--- src/rtl/custom_float_to_double_top_assert.svh ---
// Assertion macros for the minifloat-to-double converter
`ifndef CUSTOM_FLOAT_TO_DOUBLE_TOP_ASSERT_SVH
`define CUSTOM_FLOAT_TO_DOUBLE_TOP_ASSERT_SVH
// implication checked on every clock edge outside reset
`define CF2D_ASSERT(label, clk, rst_n, prop, msg) \
  label: assert property (@(posedge clk) disable iff (!rst_n) (prop)) else $error(msg);
// condition checked on every clock edge while reset is held
`define CF2D_ASSERT_IN_RESET(label, clk, rst_n, prop, msg) \
  label: assert property (@(posedge clk) !rst_n |-> (prop)) else $error(msg);
`endif

--- src/rtl/cf2d_pkg.sv ---
// Package for the minifloat-to-double converter: constants and register codes
package cf2d_pkg;
  localparam int unsigned EwRegW = 4;
  localparam int unsigned FwRegW = 6;
  localparam logic [EwRegW-1:0] EwReset = 4'd8;
  localparam logic [FwRegW-1:0] FwReset = 6'd23;
  localparam logic [EwRegW-1:0] EwMin = 4'd2;
  localparam logic [EwRegW-1:0] EwMax = 4'd11;
  localparam logic [FwRegW-1:0] FwMin = 6'd1;
  localparam logic [FwRegW-1:0] FwMax = 6'd52;
  localparam logic [63:0] DblQnan = 64'h7FF8_0000_0000_0000;
  localparam logic [10:0] DblExpMax = 11'h7FF;

  typedef enum logic [0:0] {
    REG_EXPONENT_WIDTH = 1'b0,
    REG_FRACTION_WIDTH = 1'b1
  } cfg_reg_e;

  typedef struct packed {
    logic                  valid;
    logic                  sign;
    logic                  is_nan;
    logic                  is_inf;
    logic                  is_zero;
    logic                  is_sub;
    logic [10:0]           exp_d;      // rebiased exponent for normals
    logic [51:0]           frac_al;    // raw fraction, aligned to bit 0
    logic [FwRegW-1:0]     fw;
    logic [EwRegW-1:0]     ew;
  } stage_t;
endpackage

--- src/rtl/custom_float_to_double_top.sv ---
// Top level of the minifloat-to-double converter
// Usage:
//   Input channel: encoded_bits_i with in_valid_i / in_stall_o. A beat is taken
//   when valid is high and stall is low. Output channel: double_bits_o with
//   out_valid_o / out_stall_i.
//   Config channel: cfg_valid_i / cfg_ready_o with cfg_index_i (0 = exponent
//   width, 1 = fraction width) and cfg_data_i; write only while idle.
//   Pipeline: input field split register, then result register (two register
//   stages). A beat taken is registered in the split register, then in the
//   result register; one beat per cycle sustained while out_stall_i is low.
//   Stage one splits the fields, classifies the value and rebiases the
//   exponent; stage two does the leading-one search, the normalizing shift
//   and the final pack.
//   When the receiver stalls, the result register holds and stall propagates
//   back through the pipeline; a stage advances whenever it is empty or the
//   one after it moves, so no bubble is inserted.
//   Reset clears the valid bits and sets the widths to 8 and 23 (single
//   precision). Out-of-range widths are clamped when used.
module custom_float_to_double_top
  import cf2d_pkg::*;
#(
  parameter int unsigned INPUT_WIDTH = 64
) (
  input  logic                  clk_i,
  input  logic                  rst_ni,
  input  logic                  in_valid_i,
  output logic                  in_stall_o,
  input  logic [INPUT_WIDTH-1:0] encoded_bits_i,
  output logic                  out_valid_o,
  input  logic                  out_stall_i,
  output logic [63:0]           double_bits_o,
  input  logic                  cfg_valid_i,
  output logic                  cfg_ready_o,
  input  logic [0:0]            cfg_index_i,
  input  logic [63:0]           cfg_data_i
);
`include "custom_float_to_double_top_assert.svh"

  logic [EwRegW-1:0] ew_q;
  logic [FwRegW-1:0] fw_q;

  assign cfg_ready_o = 1'b1;

  always_ff @(posedge clk_i or negedge rst_ni) begin
    if (!rst_ni) begin
      ew_q <= EwReset;
      fw_q <= FwReset;
    end else if (cfg_valid_i) begin
      unique case (cfg_reg_e'(cfg_index_i))
        REG_EXPONENT_WIDTH: ew_q <= cfg_data_i[EwRegW-1:0];
        REG_FRACTION_WIDTH: fw_q <= cfg_data_i[FwRegW-1:0];
        default: ;
      endcase
    end
  end

  logic [EwRegW-1:0] ew;
  logic [FwRegW-1:0] fw;
  assign ew = (ew_q < EwMin) ? EwMin : ((ew_q > EwMax) ? EwMax : ew_q);
  assign fw = (fw_q < FwMin) ? FwMin : ((fw_q > FwMax) ? FwMax : fw_q);

  // stage one: field split
  logic [63:0] x;
  logic        s1_sign;
  logic [10:0] s1_e;
  logic [10:0] s1_emax;
  logic [51:0] s1_m;
  logic [63:0] fmask;
  logic [6:0]  spos;

  always_comb begin
    x = 64'(encoded_bits_i);
    fmask = (64'd1 << fw) - 64'd1;
    s1_emax = 11'((12'd1 << ew) - 12'd1);
    spos = 7'(ew) + 7'(fw);
    s1_sign = x[spos[5:0]] & ~spos[6];
    s1_e = 11'(x >> fw) & s1_emax;
    s1_m = 52'(x & fmask);
  end

  stage_t s1_q, s1_d;
  logic   s2_vld_q;
  logic [63:0] s2_q;
  logic   adv1, adv2;

  assign adv2 = !s2_vld_q || !out_stall_i;
  assign adv1 = !s1_q.valid || adv2;
  assign in_stall_o = !adv1;

  logic [10:0] bias;
  always_comb begin
    bias = 11'((11'd1 << (ew - 4'd1)) - 11'd1);
    s1_d = '0;
    s1_d.valid = in_valid_i;
    s1_d.sign = s1_sign;
    s1_d.ew = ew;
    s1_d.fw = fw;
    s1_d.is_nan = (s1_e == s1_emax) && (s1_m != '0);
    s1_d.is_inf = (s1_e == s1_emax) && (s1_m == '0);
    s1_d.is_zero = (s1_e == '0) && (s1_m == '0);
    s1_d.is_sub = (s1_e == '0) && (s1_m != '0);
    s1_d.exp_d = 11'(12'(s1_e) - 12'(bias) + 12'd1023);
    s1_d.frac_al = s1_m;
  end

  always_ff @(posedge clk_i or negedge rst_ni) begin
    if (!rst_ni) begin
      s1_q <= '0;
    end else if (adv1) begin
      s1_q <= s1_d;
    end
  end

  // stage two: normalize and pack
  logic [5:0]  p;
  logic [12:0] d_sub;
  logic [10:0] bias2;
  logic [63:0] res;
  logic [63:0] frac_sh;
  logic signed [13:0] sh;

  always_comb begin
    p = '0;
    frac_sh = '0;
    for (int i = 0; i < 52; i++) begin
      if (s1_q.frac_al[i]) p = 6'(i);
    end
    bias2 = 11'((11'd1 << (s1_q.ew - 4'd1)) - 11'd1);
    d_sub = 13'(13'(p) + 13'd1024 - 13'(bias2) - 13'(s1_q.fw));
    sh = 14'sd1075 - 14'(bias2) - 14'(s1_q.fw);
    if (sh > 14'sd63) sh = 14'sd63;
    if (s1_q.is_nan) begin
      res = DblQnan;
    end else if (s1_q.is_inf) begin
      res = {s1_q.sign, DblExpMax, 52'd0};
    end else if (s1_q.is_zero) begin
      res = {s1_q.sign, 63'd0};
    end else if (s1_q.is_sub) begin
      if (!d_sub[12] && d_sub != '0) begin
        frac_sh = 64'(s1_q.frac_al) << (6'd52 - p);
        res = {s1_q.sign, d_sub[10:0], frac_sh[51:0]};
      end else begin
        frac_sh = 64'(s1_q.frac_al) << sh[5:0];
        res = {s1_q.sign, 11'd0, frac_sh[51:0]};
      end
    end else begin
      frac_sh = 64'(s1_q.frac_al) << (6'd52 - s1_q.fw);
      res = {s1_q.sign, s1_q.exp_d, frac_sh[51:0]};
    end
  end

  always_ff @(posedge clk_i or negedge rst_ni) begin
    if (!rst_ni) begin
      s2_vld_q <= 1'b0;
    end else if (adv2) begin
      s2_vld_q <= s1_q.valid;
    end
  end

  always_ff @(posedge clk_i) begin
    if (adv2) s2_q <= res;
  end

  assign out_valid_o = s2_vld_q;
  assign double_bits_o = s2_q;

  `CF2D_ASSERT(a_hold, clk_i, rst_ni, out_valid_o && out_stall_i |=> out_valid_o && $stable(double_bits_o), "result changed while stalled")
  `CF2D_ASSERT(a_nostall_empty, clk_i, rst_ni, !s1_q.valid |-> !in_stall_o, "stall with empty pipe")
  `CF2D_ASSERT(a_class, clk_i, rst_ni, s1_q.valid |-> $onehot0({s1_q.is_nan, s1_q.is_inf, s1_q.is_zero, s1_q.is_sub}), "class flags overlap")
  `CF2D_ASSERT_IN_RESET(a_rst_idle, clk_i, rst_ni, !out_valid_o, "result valid during reset")
endmodule
--- config.mk ---
export PLATFORM = sky130hd
export DESIGN_NAME = custom_float_to_double_top
export DESIGN_NICKNAME = d
export VERILOG_FILES = /design/src/rtl/cf2d_pkg.sv /design/src/rtl/custom_float_to_double_top.sv
export VERILOG_INCLUDE_DIRS = /design/src /design/src/rtl
export SDC_FILE = /design/constraint.sdc
export NUM_CORES = 1
export LEC_CHECK = 0
export BUFFER_PORTS_ARGS = -buffer_cell sky130_fd_sc_hd__buf_2
export CAP_MARGIN = 10
export CORE_ASPECT_RATIO = 0.9
export CORE_MARGIN = 3
export CORE_UTILIZATION = 26
export DETAILED_ROUTE_END_ITERATION = 12
export GPL_TIMING_DRIVEN = 1
export PLACE_DENSITY_LB_ADDON = 0.12
export SLEW_MARGIN = 20
export SYNTH_ARGS = -nofsm -noshare
export SYNTH_HDL_FRONTEND = slang
export SYNTH_SLANG_ARGS = --single-unit
--- constraint.sdc ---
create_clock -name clk_i -period 6.1 [get_ports clk_i]
set_input_delay 0.61 -clock clk_i [delete_from_list [all_inputs] [get_ports clk_i]]
set_output_delay 0.61 -clock clk_i [all_outputs]
set_load 0.005 [all_outputs]
==> results.yml, run 1 <==
status:
  status: "complete, but fails checks"
  violations: "negative setup slack"
global_route:
  antenna_found_initial: 1
  grt-ovfl-total: 0
  grt_usage_pct: 22.9
  grt_start_max_net_pins: 93
  grt_pass1_vias: 18500
  grt_first_pass_wirelength_um: 122000
critical_path:
  slowest_stage: "a2111o_1"
  required_ns: 6.34
  crit_family: "compound AO/OA/AOI/OAI gates"
  crit_type: "flop to flop"
  critPathBufInv: 5
  arrival_ns: 6.64
  worstSetupEndpointType: "flop"
  cp-start-kind: "flop"
  cp_slowest_stage_delay_ns: 0.57
  worst-path-max-fanout: 10
sta:
  rsz0062_at_grt: "yes"
  setup_ws_ns: -0.306
  fmax_mhz: 156
  max-slew-margin-rel_pct: 31.1
  maxSlewViolCount: 0
  hold_viol: 0
  finalCritPeriodShare_pct: 105
  finalCriticalPeriod_ns: 6.41
  worst_pin_slew_ns: 1.02
  skew_ns: 0.0178
  setup_violations: 44
power_and_ir_drop:
  ir_drop_mv: 0.327
  powerDensity_nw_per_um2: 623
  p_leak_uw: 0.0101
  p_total_uw: 14900
floorplan:
  die_w_um: 279
  ioPinCount: 201
  die_h_um: 252
  core_area_sq_um: 66000
  initial_utilization_pct: 26.5
  dieArea_sq_um: 70400
  rows: 89
drt:
  wl_per_cell_um: 24.2
  via_per_inst: 5.51
  drtIter0Drc: 1667
  first_pass_iters: 5
  postRouteWirelength_um: 83000
  drc_errors: 0
  num_vias: 18900
  postRouteAntennaNets: 0
cts:
  cts_tree: "done"
  htreeDepth: 4
  root_buffer: "clkbuf_16"
  clockBufferDepth: 2
  clk_latency_ns: 0.48
  cts_sinks: 154
  cts_buffers: 17
  cts.reportedPaths.clkPinSlew_ns: 0.07
synthesis:
  synth_cell_types: 108
  dominantRegCellSynth: "dfrtp_1"
  synthCells: 2147
  synth.most_common_cell: "nand2_1"
  synthTopCellsByArea: "mux2i_1 (13%), dfrtp_1 (12%), edfxtp_1 (11%)"
  yosysWarnings: 0
  synth_enable_flop_cells: 64
  avgSynthCellArea_sq_um: 8.15
  synth_top_area_share_pct: 13.3
  synth_top_cell_by_area: "mux2i_1"
  synth_area_sq_um: 17500
  synth_commonest_cells: "nand2_1 (285), mux2i_1 (233), nor2_1 (164), o21ai_0 (164), a21oi_1 (118)"
  yosys_register_bits: 154
  synthArstFlopShare_pct: 58.4
  yosysSeqAreaShare_pct: 23.9
placement:
  io_buffer_count: 141
  dp_hpwl_um: 66400
  gp_congestion: 0.932
  dp_slack_ns: -0.757
run:
  max_cap_viol_count: 0
final_layout:
  drive_above_1_share_pct: 34.8
  num-fill-cells: 6859
  area_delta_synth_final_pct: 36.6
  fin_nets: 2750
  n_antenna_cell: 0
hold_path:
  hold_class: "input port to flop"
## report_power, final
part | switching [uW] | leakage (uW) | internal (uW)
combinational | 6510 | 0.00807 | 5580
clock | 512 | 0.000271 | 576
sequential | 205 | 0.00179 | 1500
total | 7230 | 0.0101 | 7650
## area by class of cell
| type | instances | area [sq um] | area share (%) |
|---|---|---|---|
| multi-input cells | 1760 | 13600 | 56.8 |
| repair buffers | 558 | 4240 | 17.7 |
| flip-flops and latches | 154 | 4180 | 17.5 |
| well taps | 864 | 1080 | 4.52 |
| clock buffers | 17 | 425 | 1.78 |
| inverters | 65 | 245 | 1.03 |
| clock inverters | 15 | 154 | 0.644 |
## sequential cells by signal (all words and copies together) (netlist names)
name and flops:
double_bits_o 64, ew_q 4, out_valid_o 1, s1_q 79, fw_q 6
## logic make-up (layout without fill, tap and decap cells)
logic type      count (synthesis)  after routing  share of synthesized area, %
xor+xnor                       46             46                          2.30
mux                           315            315                          20.8
fa+ha+maj                      61             61                          4.73
buf+inv                       236            655                          5.99
other cells                     2              5                        0.0429
simple gates                  728            728                          19.1
compound gates                605            605                          23.1
flops                         154            154                          23.9
## layout by cell type (no fill, tap or decap), types with 20 or more instances in the layout
cell type	count
nand2_1	276
and3_1	20
mux2_2	33
buf_2	140
nor2b_1	26
nor3_1	53
o21ai_0	149
a21oi_1	105
dfrtp_1	83
nand3_1	57
ha_1	48
edfxtp_1	64
buf_6	29
nor2_1	146
mux2i_2	26
mux2i_1	184
mux4_2	33
o22ai_1	20
a22oi_1	22
inv_1	61
mux2i_4	24
buf_4	367
xnor2_1	30
o211ai_1	23
## worst paths after layout
path                             from           endpoint  slack [ns]  depth (start not counted)
max                          s1_q[12]  double_bits_o[16]       -0.31                         27
min                        in_valid_i           s1_q[78]        0.32                          2
max reg2reg                  s1_q[12]  double_bits_o[16]       -0.31                         27
min reg2reg                  s1_q[78]        out_valid_o        0.49                          1
max in group asynchronous      rst_ni           s1_q[19]        4.28                          3
min in group asynchronous      rst_ni            fw_q[3]        0.56                          2
## metrics by stage
| stage | instance area (sq um) | hold slack (ns) | setup TNS [ns] | cells | util, % |
|---|---|---|---|---|---|
| 6_report | 23900 | 0.323 | -5.84 | 3433 | 36.2 |
| 4_1_cts | 23000 | 0.287 | -3.01 | 3416 | 34.8 |
| 5_1_grt | 23900 | 0.321 | -15.75 | 3433 | 36.2 |
| 3_3_place_gp | 21600 | 0.466 | -26.49 | 3364 | 32.7 |
| 2_1_floorplan | 17500 | 0.314 | 0 | 2150 | - |
| 3_5_place_dp | 21600 | 0.478 | -26.40 | 3364 | 32.7 |
## worst reg2reg max path: stages (launching register included)
cell,delay (ns)
dfrtp_1,0.38
nand2b_4,0.14
a221oi_2,0.24
o211ai_1,0.17
a2111o_1,0.57
a221oi_2,0.30
nor2_2,0.10
fa_2,0.40
inv_2,0.09
ha_4,0.20
buf_4,0.13
o21ai_0,0.07
o211ai_1,0.14
o21a_1,0.24
a211o_4,0.32
a21o_4,0.24
buf_6,0.13
xnor2_4,0.19
o2111ai_2,0.21
mux2_4,0.36
nand2_4,0.11
buf_12,0.15
mux2_2,0.40
o21ai_2,0.19
nor2_1,0.16
o31ai_2,0.34
buf_4,0.17
a21oi_1,0.05
## per-layer routing
metal / vias to the layer above / global-route usage [%] / part of all wire [%]
li1: 8827 / - / -
met1: 9260 / 33.4 / 47
met2: 743 / 34.3 / 43
met3: 99 / 4.40 / 7.2
met4: 2 / 6.70 / 2.3
met5: - / 0 / 0.024
## timing repair
item,4_1_cts,5_1_grt
pin swaps,46,42
setup buffers,16,19
endpoints found under the hold margin,9,0
gates cloned,4,1
hold buffers,1,0
setup endpoints to repair,52,54
resized for setup,133,172
Power figures use the tool's default switching activity.
==> inputs of run 2 (changes only) <==
==> constraint.sdc (replaced) <==
create_clock -name clk_i -period 7.5 [get_ports clk_i]
set_input_delay 0.75 -clock clk_i [delete_from_list [all_inputs] [get_ports clk_i]]
set_output_delay 0.75 -clock clk_i [all_outputs]
set_load 0.005 [all_outputs]
==> results.yml, run 2 (same netlist as run 1, synthesis figures left out) <==
sta:
  setup_violations: 0
  finalCriticalPeriod_ns: 7.21
  fmax_mhz: 139
  max-slew-margin-rel_pct: 35.4
  maxSlewViolCount: 0
  hold_viol: 0
  worst_pin_slew_ns: 0.968
  rsz0062_at_grt: "no"
  finalCritPeriodShare_pct: 96.1
  skew_ns: 0.0146
  setup-tns-final_ns: 0
critical_path:
  timing.rr.start: "s1_q[15]"
  required_ns: 7.74
  cp-start-kind: "flop"
  r2r_slack_ns: 0.29
  worst-path-max-fanout: 8
  worstSetupEndpointType: "flop"
  reg2regPathDepth: 26
  arrival_ns: 7.45
  crit_type: "flop to flop"
  reg2reg_to: "double_bits_o[29]"
global_route:
  grt-ovfl-total: 0
  busiest_layer: "met2"
  grt_use_met3_pct: 3.50
  grt_use_met2_pct: 32.3
  antenna_found_initial: 1
  grt_start_max_net_pins: 107
  grt_usage_pct: 21.0
  grt_first_pass_wirelength_um: 113000
  grt_pass1_vias: 17400
  grt_util_met1_pct: 30.5
drt:
  postRouteAntennaNets: 0
  wl_per_cell_um: 23.9
  first_pass_iters: 5
  num_vias: 17800
  postRouteWirelength_um: 75100
  via_per_inst: 5.64
  drtIter0Drc: 1715
  drc_errors: 0
cts:
  cts_sinks: 154
  clk_latency_ns: 0.49
  cts.reportedPaths.clkPinSlew_ns: 0.08
  htreeDepth: 4
  root_buffer: "clkbuf_16"
  cts_buffers: 17
  cts_tree: "done"
  clockBufferDepth: 2
floorplan:
  die_w_um: 279
  initial_utilization_pct: 26.5
  rows: 89
  ioPinCount: 201
  die_h_um: 252
  core_area_sq_um: 66000
  dieArea_sq_um: 70400
final_layout:
  finalNonFillerCells: 3150
  area_delta_synth_final_pct: 15.3
  num-fill-cells: 7046
  final_common_cell: "nand2_1"
  multi_input_area_sq_um: 12300
  drive_above_1_share_pct: 19.3
  final_cell_mix: "nand2_1 (282), mux2i_1 (232), o21ai_0 (164), nor2_1 (164), buf_2 (140)"
  ff_latch_area_sq_um: 4180
  largest_reg_flops: 79
  top_register: "s1_q"
  fin_nets: 2467
  n_antenna_cell: 0
status:
  status: "finished clean"
power_and_ir_drop:
  p_leak_uw: 0.00850
  ir_drop_mv: 0.209
  powerDensity_nw_per_um2: 457
hold_path:
  hold_class: "input port to async pin"
placement:
  dp.cells: 3113
  io_buffer_count: 141
  dp_hpwl_um: 60100
  gp_congestion: 0.944
run:
  max_cap_viol_count: 0
run 2: cell count changes in the layout (fill, tap and decap cells not counted), moves of 13 or more:
cell / delta
mux2i_2: -25
buf_4: -236
buf_6: -29
nor2_1: +18
o21ai_0: +15
mux2i_4: -23
mux2i_1: +48
mux2_4: -13
run 2: worst max-delay path by stage:
stage	from	to	slack, ns	cells past startpoint
after floorplan	s1_q[2]	double_bits_o[40]	0.94	29
after global placement	s1_q[15]	double_bits_o[29]	0.39	26
after detailed placement	s1_q[15]	double_bits_o[28]	0.35	24
after CTS	s1_q[15]	double_bits_o[28]	0.29	24
after global routing	s1_q[15]	double_bits_o[29]	0.01	26
final	s1_q[15]	double_bits_o[29]	0.29	26
run 2: through the flow:
step	util, %	setup slack [ns]	hold slack [ns]	cell area, sq um	total power, uW
floorplan	-	0.942	0.435	17500	5890
global placement	29.6	0.388	0.468	19600	8220
detailed placement	29.6	0.346	0.480	19600	8210
CTS	30.5	0.290	0.143	20100	9120
global route	30.5	0.0129	0.166	20200	9850
finish	30.5	0.290	0.162	20200	9220
run 2: layout make-up:
type                       instances  area share, %
clock buffer                      17           2.11
timing repair buffer             275           8.75
inverter                          65           1.22
tap                              864           5.36
sequential                       154           20.7
multi-input combinational       1760           61.2
clock inverter                    15          0.676
run 2: report_power, final:
part / switching [uW] / internal [uW] / leakage [uW]
Sequential: 205 / 1220 / 0.00180
Combinational: 4220 / 2710 / 0.00643
Clock: 427 / 435 / 0.000278
run 2: critical path: stages (launching register included):
cell,delay (ns)
dfrtp_1,0.47
inv_1,0.10
a221oi_1,0.30
o211ai_1,0.19
a2111o_1,0.53
a221oi_1,0.31
nor2_1,0.16
fa_1,0.43
inv_1,0.08
ha_1,0.14
or3b_1,0.37
o211ai_1,0.21
o21a_1,0.16
a41o_1,0.23
nand4_2,0.19
o2111a_1,0.30
o211a_1,0.24
buf_4,0.18
a31oi_2,0.35
nand2_1,0.32
buf_4,0.29
nor2_1,0.25
a32o_1,0.22
a221oi_1,0.06
buf_4,0.18
mux4_2,0.50
and2_1,0.19
run 2: layer usage:
metal / up-vias / share of wire [%]
met3: 94 / 6.7
met1: 8693 / 47
li1: 8241 / -
met2: 725 / 44
met5: - / 0.044
met4: 2 / 2.2
run 2: what timing repair did:
| item | 4_1_cts | 5_1_grt |
|---|---|---|
| gates resized for setup | 0 | 2 |
| setup endpoints to repair | 0 | 4 |
| hold buffers | 0 | 0 |
| setup buffers | 0 | 5 |
